$ cat config.mk
export PLATFORM = sky130hd
export DESIGN_NAME = touch_point_and_tap_detector_unit_flat
export DESIGN_NICKNAME = d
export VERILOG_FILES = /design/src/tptd_pkg.sv /design/src/tptd_ifs.sv /design/src/touch_point_and_tap_detector_unit.sv /design/src/flat_wrapper.sv
export VERILOG_INCLUDE_DIRS = /design/src /design/src/src
export SDC_FILE = /design/constraint.sdc
export NUM_CORES = 1
export LEC_CHECK = 0
export BUFFER_PORTS_ARGS = -buffer_cell sky130_fd_sc_hd__buf_4
export CAP_MARGIN = 5
export CORE_UTILIZATION = 40
export CTS_CLUSTER_SIZE = 24
export DETAILED_ROUTE_END_ITERATION = 8
export PLACE_DENSITY = 0.55
export SLEW_MARGIN = 20
export SYNTH_ARGS = -nofsm -noshare
export SYNTH_HDL_FRONTEND = slang
export SYNTH_SLANG_ARGS = --single-unit
$ cat constraint.sdc
create_clock -name i_clk -period 6.18 [get_ports i_clk]
set_clock_uncertainty 0.1 [all_clocks]
set_input_delay 0.618 -clock i_clk [delete_from_list [all_inputs] [get_ports i_clk]]
set_output_delay 0.618 -clock i_clk [all_outputs]
set_load 0.05 [all_outputs]
$ cat src/touch_point_and_tap_detector_unit_defines.svh
// Assertion macros for the touch point and tap detector.
// Each macro places one labeled concurrent assertion on its own line of use.
`ifndef TOUCH_POINT_AND_TAP_DETECTOR_UNIT_DEFINES_SVH
`define TOUCH_POINT_AND_TAP_DETECTOR_UNIT_DEFINES_SVH

`ifndef SYNTH
// The property must hold at every clock edge outside reset.
`define TPTD_ASSERT(lbl, clk, rst_n, prop) \
    lbl: assert property (@(posedge clk) disable iff (!rst_n) (prop)) \
        else $error("tptd: property violated");
// The expression must never be true at a clock edge outside reset.
`define TPTD_NEVER(lbl, clk, rst_n, expr) \
    lbl: assert property (@(posedge clk) disable iff (!rst_n) !(expr)) \
        else $error("tptd: forbidden condition seen");
`else
`define TPTD_ASSERT(lbl, clk, rst_n, prop)
`define TPTD_NEVER(lbl, clk, rst_n, expr)
`endif

`endif

$ cat src/tptd_pkg.sv
package tptd_pkg;

    // Screen size in pixels.
    localparam int SCREEN_W = 480;
    localparam int SCREEN_H = 320;

    // Field widths.
    localparam int RAW_W      = 12;
    localparam int CNT_W      = 4;
    localparam int TIME_W     = 32;
    localparam int MOVE_W     = 10;
    localparam int TLIM_W     = 16;
    localparam int POS_W      = 9;
    localparam int CFG_IDX_W  = 3;
    localparam int CFG_DATA_W = 16;

    // A raw coordinate above this value is not a touch.
    localparam int RAW_LIMIT = 800;

    // Edge nudge thresholds on the screen X axis.
    localparam int NUDGE_LO     = 48;
    localparam int NUDGE_HI_OFS = 49;

    // Largest movement value that is kept.
    localparam int MOVE_SAT = 1023;

    // Derived widths of the mapping datapath.
    localparam int SPAN_MAX  = (SCREEN_W > SCREEN_H) ? SCREEN_W : SCREEN_H;
    localparam int SPAN_W    = $clog2(SPAN_MAX + 1);
    localparam int PROD_W    = RAW_W + SPAN_W;
    localparam int DIV_CNT_W = $clog2(PROD_W);
    localparam int MAP_W     = PROD_W + 3;
    localparam int CX_W      = $clog2(SCREEN_W);
    localparam int CY_W      = $clog2(SCREEN_H);
    localparam int DIST_W    = ((CX_W > CY_W) ? CX_W : CY_W) + 1;

    // Register indexes.
    localparam logic [CFG_IDX_W-1:0] REG_X_LEFT     = 3'd0;
    localparam logic [CFG_IDX_W-1:0] REG_X_RIGHT    = 3'd1;
    localparam logic [CFG_IDX_W-1:0] REG_Y_TOP      = 3'd2;
    localparam logic [CFG_IDX_W-1:0] REG_Y_BOTTOM   = 3'd3;
    localparam logic [CFG_IDX_W-1:0] REG_MOVE_LIMIT = 3'd4;
    localparam logic [CFG_IDX_W-1:0] REG_TIME_LIMIT = 3'd5;

    // Register reset values.
    localparam logic [RAW_W-1:0]  RST_X_LEFT     = 12'd289;
    localparam logic [RAW_W-1:0]  RST_X_RIGHT    = 12'd8;
    localparam logic [RAW_W-1:0]  RST_Y_TOP      = 12'd10;
    localparam logic [RAW_W-1:0]  RST_Y_BOTTOM   = 12'd227;
    localparam logic [MOVE_W-1:0] RST_MOVE_LIMIT = 10'd24;
    localparam logic [TLIM_W-1:0] RST_TIME_LIMIT = 16'd700;

endpackage

$ cat src/tptd_ifs.sv
// Sample channel.
interface tptd_in_if import tptd_pkg::*; ();
    logic              valid;
    logic              ready;
    logic              read_ok;
    logic [CNT_W-1:0]  touch_count;
    logic [RAW_W-1:0]  raw_x;
    logic [RAW_W-1:0]  raw_y;
    logic [TIME_W-1:0] now_ms;

    modport source (output valid, read_ok, touch_count, raw_x, raw_y, now_ms,
                    input ready);
    modport sink   (input valid, read_ok, touch_count, raw_x, raw_y, now_ms,
                    output ready);
endinterface

// Result channel.
interface tptd_out_if import tptd_pkg::*; ();
    logic             valid;
    logic             ready;
    logic [POS_W-1:0] pos_x;
    logic [POS_W-1:0] pos_y;
    logic             is_down;
    logic             tap;

    modport source (output valid, pos_x, pos_y, is_down, tap, input ready);
    modport sink   (input valid, pos_x, pos_y, is_down, tap, output ready);
endinterface

// Register write channel.
interface tptd_cfg_if import tptd_pkg::*; ();
    logic                  valid;
    logic                  ready;
    logic [CFG_IDX_W-1:0]  index;
    logic [CFG_DATA_W-1:0] data;

    modport source (output valid, index, data, input ready);
    modport sink   (input valid, index, data, output ready);
endinterface

$ cat src/touch_point_and_tap_detector_unit.sv
// Channel   Direction  Contents
// i_cfg     in         register index and write data
// i_in      in         read_ok, touch_count, raw_x, raw_y, now_ms
// o_out     out        pos_x, pos_y, is_down, tap
//
// A touch sample passes the multiply, divide, post and update steps; the
// bit-serial restoring dividers produce one quotient bit per cycle.
// A sample that is not a touch goes straight from request to the update step.
// Reset is synchronous; afterwards the block is idle and the registers hold
// their documented values. A stalled result holds in the output register; the
// next sample is taken meanwhile and waits in its final step until that clears.
`include "touch_point_and_tap_detector_unit_defines.svh"

module touch_point_and_tap_detector_unit import tptd_pkg::*; (
    input logic        i_clk,
    input logic        i_rst_n,
    tptd_cfg_if.sink   i_cfg,
    tptd_in_if.sink    i_in,
    tptd_out_if.source o_out
);

    // Sequencer states.
    localparam logic [2:0] ST_IDLE = 3'd0;
    localparam logic [2:0] ST_MUL  = 3'd1;
    localparam logic [2:0] ST_DIV  = 3'd2;
    localparam logic [2:0] ST_POST = 3'd3;
    localparam logic [2:0] ST_UPD  = 3'd4;

    localparam logic signed [MAP_W-1:0] K_NUDGE_LO = MAP_W'(NUDGE_LO);
    localparam logic signed [MAP_W-1:0] K_NUDGE_HI = MAP_W'(SCREEN_W - NUDGE_HI_OFS);
    localparam logic signed [MAP_W-1:0] K_MAX_X    = MAP_W'(SCREEN_W - 1);
    localparam logic signed [MAP_W-1:0] K_MAX_Y    = MAP_W'(SCREEN_H - 1);

    // Configuration registers.
    logic [RAW_W-1:0]  r_x_left;
    logic [RAW_W-1:0]  r_x_right;
    logic [RAW_W-1:0]  r_y_top;
    logic [RAW_W-1:0]  r_y_bottom;
    logic [MOVE_W-1:0] r_move_limit;
    logic [TLIM_W-1:0] r_time_limit;

    // Sequencer and the latched sample.
    logic [2:0]           r_state;
    logic [2:0]           n_state;
    logic [DIV_CNT_W-1:0] r_cnt;
    logic                 r_touch;
    logic [RAW_W-1:0]     r_raw_x;
    logic [RAW_W-1:0]     r_raw_y;
    logic [TIME_W-1:0]    r_now;

    // Divider lanes: lane 0 computes screen X from raw Y, lane 1 screen Y from raw X.
    logic [PROD_W-1:0] r_dq    [2];
    logic [RAW_W-1:0]  r_rem   [2];
    logic [RAW_W-1:0]  r_den   [2];
    logic              r_neg   [2];
    logic              r_dzero [2];

    // Mapped and clamped coordinates.
    logic [CX_W-1:0] r_sx;
    logic [CY_W-1:0] r_sy;

    // Touch tracking state.
    logic              r_active;
    logic [CX_W-1:0]   r_start_x;
    logic [CY_W-1:0]   r_start_y;
    logic [MOVE_W-1:0] r_max_move;
    logic [TIME_W-1:0] r_down_time;

    // Output register.
    logic             r_out_valid;
    logic [POS_W-1:0] r_out_x;
    logic [POS_W-1:0] r_out_y;
    logic             r_out_down;
    logic             r_out_tap;

    logic in_accept;
    logic in_touching;
    logic out_free;

    // Combinational lane signals.
    logic [RAW_W-1:0]  lane_v      [2];
    logic [RAW_W-1:0]  lane_lo     [2];
    logic [RAW_W-1:0]  lane_hi     [2];
    logic [PROD_W-1:0] lane_span   [2];
    logic [RAW_W:0]    lane_diff   [2];
    logic [RAW_W:0]    lane_dspan  [2];
    logic [RAW_W-1:0]  lane_mdiff  [2];
    logic [RAW_W-1:0]  lane_mden   [2];
    logic [PROD_W-1:0] lane_prod   [2];
    logic [RAW_W:0]    lane_trial  [2];
    logic              lane_qbit   [2];
    logic [RAW_W:0]    lane_sub    [2];
    logic signed [MAP_W-1:0] lane_q [2];

    logic signed [MAP_W-1:0] x_nudged;
    logic [CX_W-1:0]         x_clamped;
    logic [CY_W-1:0]         y_clamped;

    logic [CX_W-1:0]   dist_x;
    logic [CY_W-1:0]   dist_y;
    logic [DIST_W-1:0] dist_sum;
    logic [MOVE_W-1:0] dist_sat;
    logic [TIME_W-1:0] hold_time;
    logic              tap_ok;

    assign i_cfg.ready = 1'b1;
    assign i_in.ready  = (r_state == ST_IDLE);
    assign in_accept   = i_in.valid && i_in.ready;
    assign out_free    = !r_out_valid || o_out.ready;

    // A sample is a touch only on a good read with a finger and both
    // coordinates inside the usable raw range.
    assign in_touching = i_in.read_ok && (i_in.touch_count != '0)
                         && (i_in.raw_x <= RAW_W'(RAW_LIMIT))
                         && (i_in.raw_y <= RAW_W'(RAW_LIMIT));

    // Front end of both lanes: offset, span and product magnitudes, and the
    // sign of the quotient. The division itself runs on magnitudes so that the
    // truncation toward zero falls out of the sign-magnitude form.
    always_comb begin
        lane_v[0]    = r_raw_y;
        lane_lo[0]   = r_x_left;
        lane_hi[0]   = r_x_right;
        lane_span[0] = PROD_W'(SCREEN_W);
        lane_v[1]    = r_raw_x;
        lane_lo[1]   = r_y_top;
        lane_hi[1]   = r_y_bottom;
        lane_span[1] = PROD_W'(SCREEN_H);
        for (int l = 0; l < 2; l++) begin
            lane_diff[l]  = {1'b0, lane_v[l]} - {1'b0, lane_lo[l]};
            lane_dspan[l] = {1'b0, lane_hi[l]} - {1'b0, lane_lo[l]};
            lane_mdiff[l] = lane_diff[l][RAW_W] ? RAW_W'(-lane_diff[l])
                                                : lane_diff[l][RAW_W-1:0];
            lane_mden[l]  = lane_dspan[l][RAW_W] ? RAW_W'(-lane_dspan[l])
                                                 : lane_dspan[l][RAW_W-1:0];
            lane_prod[l]  = PROD_W'(lane_mdiff[l]) * lane_span[l];

            // One restoring step: bring in the next dividend bit and subtract
            // the divisor when it fits.
            lane_trial[l] = {r_rem[l], r_dq[l][PROD_W-1]};
            lane_qbit[l]  = (lane_trial[l] >= {1'b0, r_den[l]});
            lane_sub[l]   = lane_trial[l] - {1'b0, r_den[l]};

            // Signed quotient; a zero span maps the axis to zero.
            if (r_dzero[l]) begin
                lane_q[l] = '0;
            end else if (r_neg[l]) begin
                lane_q[l] = -$signed(MAP_W'(r_dq[l]));
            end else begin
                lane_q[l] = $signed(MAP_W'(r_dq[l]));
            end
        end
    end

    // Edge nudge on screen X, then clamping of both axes.
    always_comb begin
        if (lane_q[0] < K_NUDGE_LO) begin
            x_nudged = lane_q[0] - ((K_NUDGE_LO - lane_q[0]) >>> 2);
        end else if (lane_q[0] > K_NUDGE_HI) begin
            x_nudged = lane_q[0] + ((lane_q[0] - K_NUDGE_HI) >>> 2);
        end else begin
            x_nudged = lane_q[0];
        end

        if (x_nudged[MAP_W-1]) begin
            x_clamped = '0;
        end else if (x_nudged > K_MAX_X) begin
            x_clamped = CX_W'(SCREEN_W - 1);
        end else begin
            x_clamped = x_nudged[CX_W-1:0];
        end

        if (lane_q[1][MAP_W-1]) begin
            y_clamped = '0;
        end else if (lane_q[1] > K_MAX_Y) begin
            y_clamped = CY_W'(SCREEN_H - 1);
        end else begin
            y_clamped = lane_q[1][CY_W-1:0];
        end
    end

    // Manhattan distance from the start point, saturated, and the tap test
    // on release. The hold time wraps with the timestamp.
    always_comb begin
        dist_x    = (r_sx >= r_start_x) ? (r_sx - r_start_x) : (r_start_x - r_sx);
        dist_y    = (r_sy >= r_start_y) ? (r_sy - r_start_y) : (r_start_y - r_sy);
        dist_sum  = DIST_W'(dist_x) + DIST_W'(dist_y);
        dist_sat  = (32'(dist_sum) > 32'(MOVE_SAT)) ? MOVE_W'(MOVE_SAT)
                                                    : MOVE_W'(dist_sum);
        hold_time = r_now - r_down_time;
        tap_ok    = r_active && (r_max_move < r_move_limit)
                    && (hold_time < TIME_W'(r_time_limit));
    end

    // Sequencer.
    always_comb begin
        n_state = r_state;
        case (r_state)
            ST_IDLE: begin
                if (in_accept) begin
                    n_state = in_touching ? ST_MUL : ST_UPD;
                end
            end
            ST_MUL: begin
                n_state = ST_DIV;
            end
            ST_DIV: begin
                if (r_cnt == '0) begin
                    n_state = ST_POST;
                end
            end
            ST_POST: begin
                n_state = ST_UPD;
            end
            ST_UPD: begin
                if (out_free) begin
                    n_state = ST_IDLE;
                end
            end
            default: begin
                n_state = ST_IDLE;
            end
        endcase
    end

    always_ff @(posedge i_clk) begin
        if (!i_rst_n) begin
            r_state <= ST_IDLE;
        end else begin
            r_state <= n_state;
        end
    end

    // Register writes; an index past the list is dropped.
    always_ff @(posedge i_clk) begin
        if (!i_rst_n) begin
            r_x_left     <= RST_X_LEFT;
            r_x_right    <= RST_X_RIGHT;
            r_y_top      <= RST_Y_TOP;
            r_y_bottom   <= RST_Y_BOTTOM;
            r_move_limit <= RST_MOVE_LIMIT;
            r_time_limit <= RST_TIME_LIMIT;
        end else if (i_cfg.valid && i_cfg.ready) begin
            case (i_cfg.index)
                REG_X_LEFT:     r_x_left     <= i_cfg.data[RAW_W-1:0];
                REG_X_RIGHT:    r_x_right    <= i_cfg.data[RAW_W-1:0];
                REG_Y_TOP:      r_y_top      <= i_cfg.data[RAW_W-1:0];
                REG_Y_BOTTOM:   r_y_bottom   <= i_cfg.data[RAW_W-1:0];
                REG_MOVE_LIMIT: r_move_limit <= i_cfg.data[MOVE_W-1:0];
                REG_TIME_LIMIT: r_time_limit <= i_cfg.data[TLIM_W-1:0];
                default: begin
                end
            endcase
        end
    end

    // Datapath: sample capture, divider lanes and the clamped coordinates.
    always_ff @(posedge i_clk) begin
        if (in_accept) begin
            r_touch <= in_touching;
            r_raw_x <= i_in.raw_x;
            r_raw_y <= i_in.raw_y;
            r_now   <= i_in.now_ms;
        end
        if (r_state == ST_MUL) begin
            r_cnt <= DIV_CNT_W'(PROD_W - 1);
            for (int l = 0; l < 2; l++) begin
                r_dq[l]    <= lane_prod[l];
                r_rem[l]   <= '0;
                r_den[l]   <= lane_mden[l];
                r_neg[l]   <= lane_diff[l][RAW_W] ^ lane_dspan[l][RAW_W];
                r_dzero[l] <= (lane_dspan[l] == '0);
            end
        end
        if (r_state == ST_DIV) begin
            r_cnt <= r_cnt - 1'b1;
            for (int l = 0; l < 2; l++) begin
                r_dq[l]  <= {r_dq[l][PROD_W-2:0], lane_qbit[l]};
                r_rem[l] <= lane_qbit[l] ? lane_sub[l][RAW_W-1:0]
                                         : lane_trial[l][RAW_W-1:0];
            end
        end
        if (r_state == ST_POST) begin
            r_sx <= x_clamped;
            r_sy <= y_clamped;
        end
    end

    // Touch tracking and the output register. The final step waits until the
    // output register is free, so a result is never overwritten.
    always_ff @(posedge i_clk) begin
        if (!i_rst_n) begin
            r_active    <= 1'b0;
            r_start_x   <= '0;
            r_start_y   <= '0;
            r_max_move  <= '0;
            r_down_time <= '0;
            r_out_valid <= 1'b0;
        end else begin
            if (o_out.valid && o_out.ready) begin
                r_out_valid <= 1'b0;
            end
            if (r_state == ST_UPD && out_free) begin
                r_out_valid <= 1'b1;
                if (r_touch) begin
                    r_out_x    <= POS_W'(r_sx);
                    r_out_y    <= POS_W'(r_sy);
                    r_out_down <= 1'b1;
                    r_out_tap  <= 1'b0;
                    if (!r_active) begin
                        r_active    <= 1'b1;
                        r_start_x   <= r_sx;
                        r_start_y   <= r_sy;
                        r_max_move  <= '0;
                        r_down_time <= r_now;
                    end else if (dist_sat > r_max_move) begin
                        r_max_move <= dist_sat;
                    end
                end else begin
                    // Release or idle: the start point is reported either way.
                    r_out_x    <= POS_W'(r_start_x);
                    r_out_y    <= POS_W'(r_start_y);
                    r_out_down <= 1'b0;
                    r_out_tap  <= tap_ok;
                    r_active   <= 1'b0;
                end
            end
        end
    end

    assign o_out.valid   = r_out_valid;
    assign o_out.pos_x   = r_out_x;
    assign o_out.pos_y   = r_out_y;
    assign o_out.is_down = r_out_down;
    assign o_out.tap     = r_out_tap;

    `TPTD_ASSERT(a_div_rem_bound, i_clk, i_rst_n, (r_state == ST_DIV && !r_dzero[0]) |-> (r_rem[0] < r_den[0]))
    `TPTD_ASSERT(a_div_exit, i_clk, i_rst_n, (r_state == ST_DIV && r_cnt == '0) |=> (r_state == ST_POST))
    `TPTD_ASSERT(a_release_path, i_clk, i_rst_n, (in_accept && !in_touching) |=> (r_state == ST_UPD))
    `TPTD_NEVER(a_tap_not_down, i_clk, i_rst_n, r_out_valid && r_out_tap && r_out_down)

endmodule

$ cat src/flat_wrapper.sv
// flat-port wrapper written by rule: the top's interface ports become plain ports
module touch_point_and_tap_detector_unit_flat import tptd_pkg::*;
  (i_clk, i_rst_n, i_cfg_valid, i_cfg_index, i_cfg_data, i_cfg_ready, i_in_valid, i_in_read_ok, i_in_touch_count, i_in_raw_x, i_in_raw_y, i_in_now_ms, i_in_ready, o_out_valid, o_out_pos_x, o_out_pos_y, o_out_is_down, o_out_tap, o_out_ready);
  tptd_cfg_if i_cfg_i ();
  tptd_in_if i_in_i ();
  tptd_out_if o_out_i ();
  input logic i_clk;
  input logic i_rst_n;
  input wire logic [$bits(i_cfg_i.valid)-1:0] i_cfg_valid;
  input wire logic [$bits(i_cfg_i.index)-1:0] i_cfg_index;
  input wire logic [$bits(i_cfg_i.data)-1:0] i_cfg_data;
  output wire logic [$bits(i_cfg_i.ready)-1:0] i_cfg_ready;
  input wire logic [$bits(i_in_i.valid)-1:0] i_in_valid;
  input wire logic [$bits(i_in_i.read_ok)-1:0] i_in_read_ok;
  input wire logic [$bits(i_in_i.touch_count)-1:0] i_in_touch_count;
  input wire logic [$bits(i_in_i.raw_x)-1:0] i_in_raw_x;
  input wire logic [$bits(i_in_i.raw_y)-1:0] i_in_raw_y;
  input wire logic [$bits(i_in_i.now_ms)-1:0] i_in_now_ms;
  output wire logic [$bits(i_in_i.ready)-1:0] i_in_ready;
  output wire logic [$bits(o_out_i.valid)-1:0] o_out_valid;
  output wire logic [$bits(o_out_i.pos_x)-1:0] o_out_pos_x;
  output wire logic [$bits(o_out_i.pos_y)-1:0] o_out_pos_y;
  output wire logic [$bits(o_out_i.is_down)-1:0] o_out_is_down;
  output wire logic [$bits(o_out_i.tap)-1:0] o_out_tap;
  input wire logic [$bits(o_out_i.ready)-1:0] o_out_ready;
  assign i_cfg_i.valid = i_cfg_valid;
  assign i_cfg_i.index = i_cfg_index;
  assign i_cfg_i.data = i_cfg_data;
  assign i_cfg_ready = i_cfg_i.ready;
  assign i_in_i.valid = i_in_valid;
  assign i_in_i.read_ok = i_in_read_ok;
  assign i_in_i.touch_count = i_in_touch_count;
  assign i_in_i.raw_x = i_in_raw_x;
  assign i_in_i.raw_y = i_in_raw_y;
  assign i_in_i.now_ms = i_in_now_ms;
  assign i_in_ready = i_in_i.ready;
  assign o_out_valid = o_out_i.valid;
  assign o_out_pos_x = o_out_i.pos_x;
  assign o_out_pos_y = o_out_i.pos_y;
  assign o_out_is_down = o_out_i.is_down;
  assign o_out_tap = o_out_i.tap;
  assign o_out_i.ready = o_out_ready;
  touch_point_and_tap_detector_unit u_core (.i_clk(i_clk), .i_rst_n(i_rst_n), .i_cfg(i_cfg_i), .i_in(i_in_i), .o_out(o_out_i));
endmodule
==> flow_metrics.py <==
metrics = {
    "run_status": {
        "status": "finished, violations left",
        "violations": "negative setup slack",
    },
    "clock_network": {
        "numCtsBuffers": 40,
        "clk_latency_ns": 0.57,
        "h-tree-depth": 2,
        "cts_buffer_depth": 3,
        "cts_tree": "built",
        "root_buffer": "clkbuf_16",
        "ctsHoldBuffers": 0,
        "cts_sinks": 333,
        "clk_pin_slew_ns": 0.06,
    },
    "final_layout": {
        "utilization_pct": 46.5,
        "diodes": 0,
        "area_growth_pct": 15.2,
        "fin_cells": 4191,
        "fin_area_sq_mm": 0.0305,
        "nets": 3690,
        "layout-drive-gt1-share_pct": 11.9,
    },
    "yosys": {
        "ys_seq_area_share_pct": 32.5,
        "muxShareOfSynthArea_pct": 1.96,
        "synth_fa_ha_area_share_pct": 15.6,
        "synth_top_family_by_area": "compound AO/OA/AOI/OAI gates",
        "synth_flop_cell": "edfxtp_1",
        "synth-compound-area-share_pct": 19.3,
        "synth.distinct_cells": 94,
        "synth_seq_cells": 333,
        "synthXorXnorAreaFrac_pct": 7.17,
        "syn_nets": 3495,
        "synth.cell_area_sq_mm": 0.0265,
        "ys_warn_count": 0,
        "ys_async_sr_fraction_pct": 0,
        "synth_edf_count": 194,
        "yosys.area_share.simple_pct": 18.2,
        "avgSynthCellArea_sq_um": 8.55,
        "synth_cells": 3102,
    },
    "run": {
        "maxCapViolCount": 0,
    },
    "route": {
        "drtPass1Iterations": 8,
        "vias": 22300,
        "viasPerCell": 5.32,
        "wirelength_um": 69200,
        "antenna_left": 0,
        "drt_iter0_drc": 1129,
        "wire_per_inst_um": 16.5,
        "remaining_drc_errors": 0,
    },
    "timing": {
        "hold_viol": 0,
        "fin_crit_sh_pct": 101,
        "period_needed_ns": 6.22,
        "maxSlewHeadroom_pct": 28.6,
        "finalSetupViolCount": 1,
        "holdWs_ns": 0.126,
        "rsz0062_at_grt": "true",
        "max_freq_mhz": 161,
        "slew_violations": 0,
        "worst_pin_slew_ns": 1.06,
        "worst_slack_ns": -0.0372,
    },
    "power": {
        "power_frac_seq_pct": 32.9,
        "power_density_mw_per_mm2": 257,
        "switching_share_pct": 33.1,
        "p_int_mw": 5.25,
        "ir_worst_vdd_mv": 0.275,
        "power_mw": 7.84,
        "p_sw_mw": 2.59,
        "share_comb_of_total_power_pct": 39.0,
        "leakagePower_nw": 12.3,
        "power.clock.fraction_pct": 28.1,
    },
    "critical_path": {
        "reg2regPathDepth": 29,
        "crit_slowest_cell": "fa_1",
        "arrival_ns": 6.41,
        "cp-start-kind": "register",
        "path_class": "reg2reg",
        "worstPathMaxFanout": 4,
        "cp_slowest_stage_delay_ns": 0.52,
        "end_kind": "register",
        "r2r-start": "u_core.r_raw_y[0]$_DFFE_PP_",
        "required_ns": 6.37,
        "crit_start": "u_core.r_raw_y[0]$_DFFE_PP_",
    },
    "worst_hold_path": {
        "worstHoldStart": "i_in_now_ms[27]",
        "timing.hold.worst_path_depth": 1,
        "hp-class": "in2reg",
    },
    "placement": {
        "io_buffers": 106,
        "post-place-cells": 4106,
        "place_area_sq_mm": 0.0290,
        "place.gp.congestion": 0.887,
        "place_hpwl_um": 54100,
    },
    "global_route": {
        "grt-ovfl-total": 0,
        "gr-usage-all-layers_pct": 20.6,
        "grt_pass1_vias": 22000,
        "antenna_found_initial": 0,
        "grt_max_degree": 94,
        "grt_first_pass_wirelength_um": 113000,
    },
    "die": {
        "coreArea_sq_mm": 0.0656,
        "rows": 94,
        "die_h_um": 259,
        "initial_core_util_pct": 40.4,
        "die_area_sq_mm": 0.0673,
        "ios": 108,
        "die_w_um": 259,
    },
}
worst max-delay path, delay by kind of cell, from the launching register on:
| family | cells | cell delay, ns |
|---|---|---|
| AO/OA/AOI/OAI | 18 | 2.69 |
| XOR/XNOR | 2 | 0.31 |
| adder cells (fa/ha/maj) | 5 | 1.87 |
| buffers and inverters | 2 | 0.11 |
| flip-flops | 1 | 0.36 |
| AND/OR/NAND/NOR | 2 | 0.54 |
logic make-up (layout without fill, tap and decap cells):
logic type | count (synthesis) | in the layout
AOI/OAI and AO/OA | 780 | 780
DFF | 333 | 333
muxes | 50 | 50
adders and majority gates | 308 | 308
and+or+nand+nor | 1033 | 1033
buffers and inverters | 380 | 605
xor gates and xnor gates | 217 | 217
other | 1 | 1
placed cells by master (no fill, tap or decap), drive strengths merged, types with 20 or more instances in the layout:
master,instances
or3,35
edfxtp,194
a31oi,20
o21bai,25
a21boi,125
nor2b,49
nand2,441
nand3,49
ha,272
a21oi,186
fa,36
o21ai,166
buf,239
dfxtp,139
nor3,58
o211ai,26
nor2,218
xnor2,150
clkinv,26
mux2i,37
nand2b,40
a21o,54
o21a,26
nor4,26
nand4,29
o31ai,29
xor2,67
clkbuf,42
inv,293
final timing paths:
| kind | endpoint | slack (ns) |
|---|---|---|
| worst min register to register | u_core.r_down_time[20]$_SDFFE_PN0P_ | 0.36 |
| worst max register to register | u_core.r_dq[0][20]$_DFFE_PN_ | -0.04 |
| worst min-delay path | u_core.r_now[27]$_DFFE_PP_ | 0.13 |
| worst max-delay path | u_core.r_dq[0][20]$_DFFE_PN_ | -0.04 |
state kept, by name, indices dropped and copies added (netlist names), 16 cells and up:
name,flops
u_core.r_den,24
u_core.r_down_time,32
u_core.r_dq,42
u_core.r_now,32
u_core.r_time_limit,16
u_core.r_rem,24
layer usage:
metal	routed length, um	up-vias	global-route usage (%)
li1	-	11300	-
met1	32800	10500	27.7
met2	32700	370	34.9
met3	2180	79	2.26
met4	1530	0	5.16
met5	0	-	0
cells in the mapped netlist, drive strengths merged, types with 13 or more instances:
cell / instances / share of area (%)
a31oi: 20 / 0.47
dfxtp: 139 / 10
nand3: 49 / 0.96
xnor2: 150 / 5.0
xor2: 67 / 2.2
o21bai: 25 / 0.71
edfxtp: 194 / 22
or3: 35 / 0.84
o31ai: 29 / 0.89
and2: 15 / 0.35
mux2i: 37 / 1.4
nand2: 441 / 6.2
nor2: 218 / 3.1
nand2b: 40 / 0.94
nor2b: 49 / 1.2
o21ai: 166 / 3.1
nand4: 29 / 0.68
clkbuf: 82 / 1.2
inv: 292 / 4.1
a211oi: 17 / 0.48
mux2: 13 / 0.57
ha: 272 / 13
nor4: 26 / 0.69
a21boi: 125 / 3.5
a21oi: 186 / 3.5
fa: 36 / 2.7
or2: 15 / 0.35
o21a: 26 / 0.74
and3: 13 / 0.31
a21o: 54 / 1.5
o211ai: 26 / 0.74
or4: 13 / 0.38
a22oi: 15 / 0.42
nor3: 58 / 1.1
stage by stage:
stage | setup TNS, ns | setup WS, ns
floorplan | 0 | 0.0146
global placement | -0.0171 | -0.0171
detailed placement | -0.210 | -0.131
CTS | 0 | 0.0240
global route | -1.02 | -0.396
finish | -0.0372 | -0.0372
power groups by stage:
stage	combinational [mW]	clock, mW	sequential (mW)
5_1_grt	3.47	2.36	2.58
3_3_place_gp	2.79	0	2.62
2_1_floorplan	2.04	0	2.63
6_report	3.06	2.20	2.58
3_5_place_dp	2.84	0	2.63
4_1_cts	2.92	2.27	2.58
cell type report:
class / count / area (sq um)
Fill cell: 6403 / 35100
Multi-Input combinational cell: 2389 / 16700
Sequential cell: 333 / 8610
Timing Repair Buffer: 239 / 1790
Inverter: 294 / 1100
Tap cell: 864 / 1080
Clock buffer: 42 / 1010
Clock inverter: 30 / 208
timing repair:
action | 4_1_cts | 5_1_grt
setup endpoints to repair | 4 | 31
pin swaps | 9 | 39
buffers inserted | 4 | 9
resized for setup | 9 | 40
Note: power is estimated with default switching activity, not from simulation.
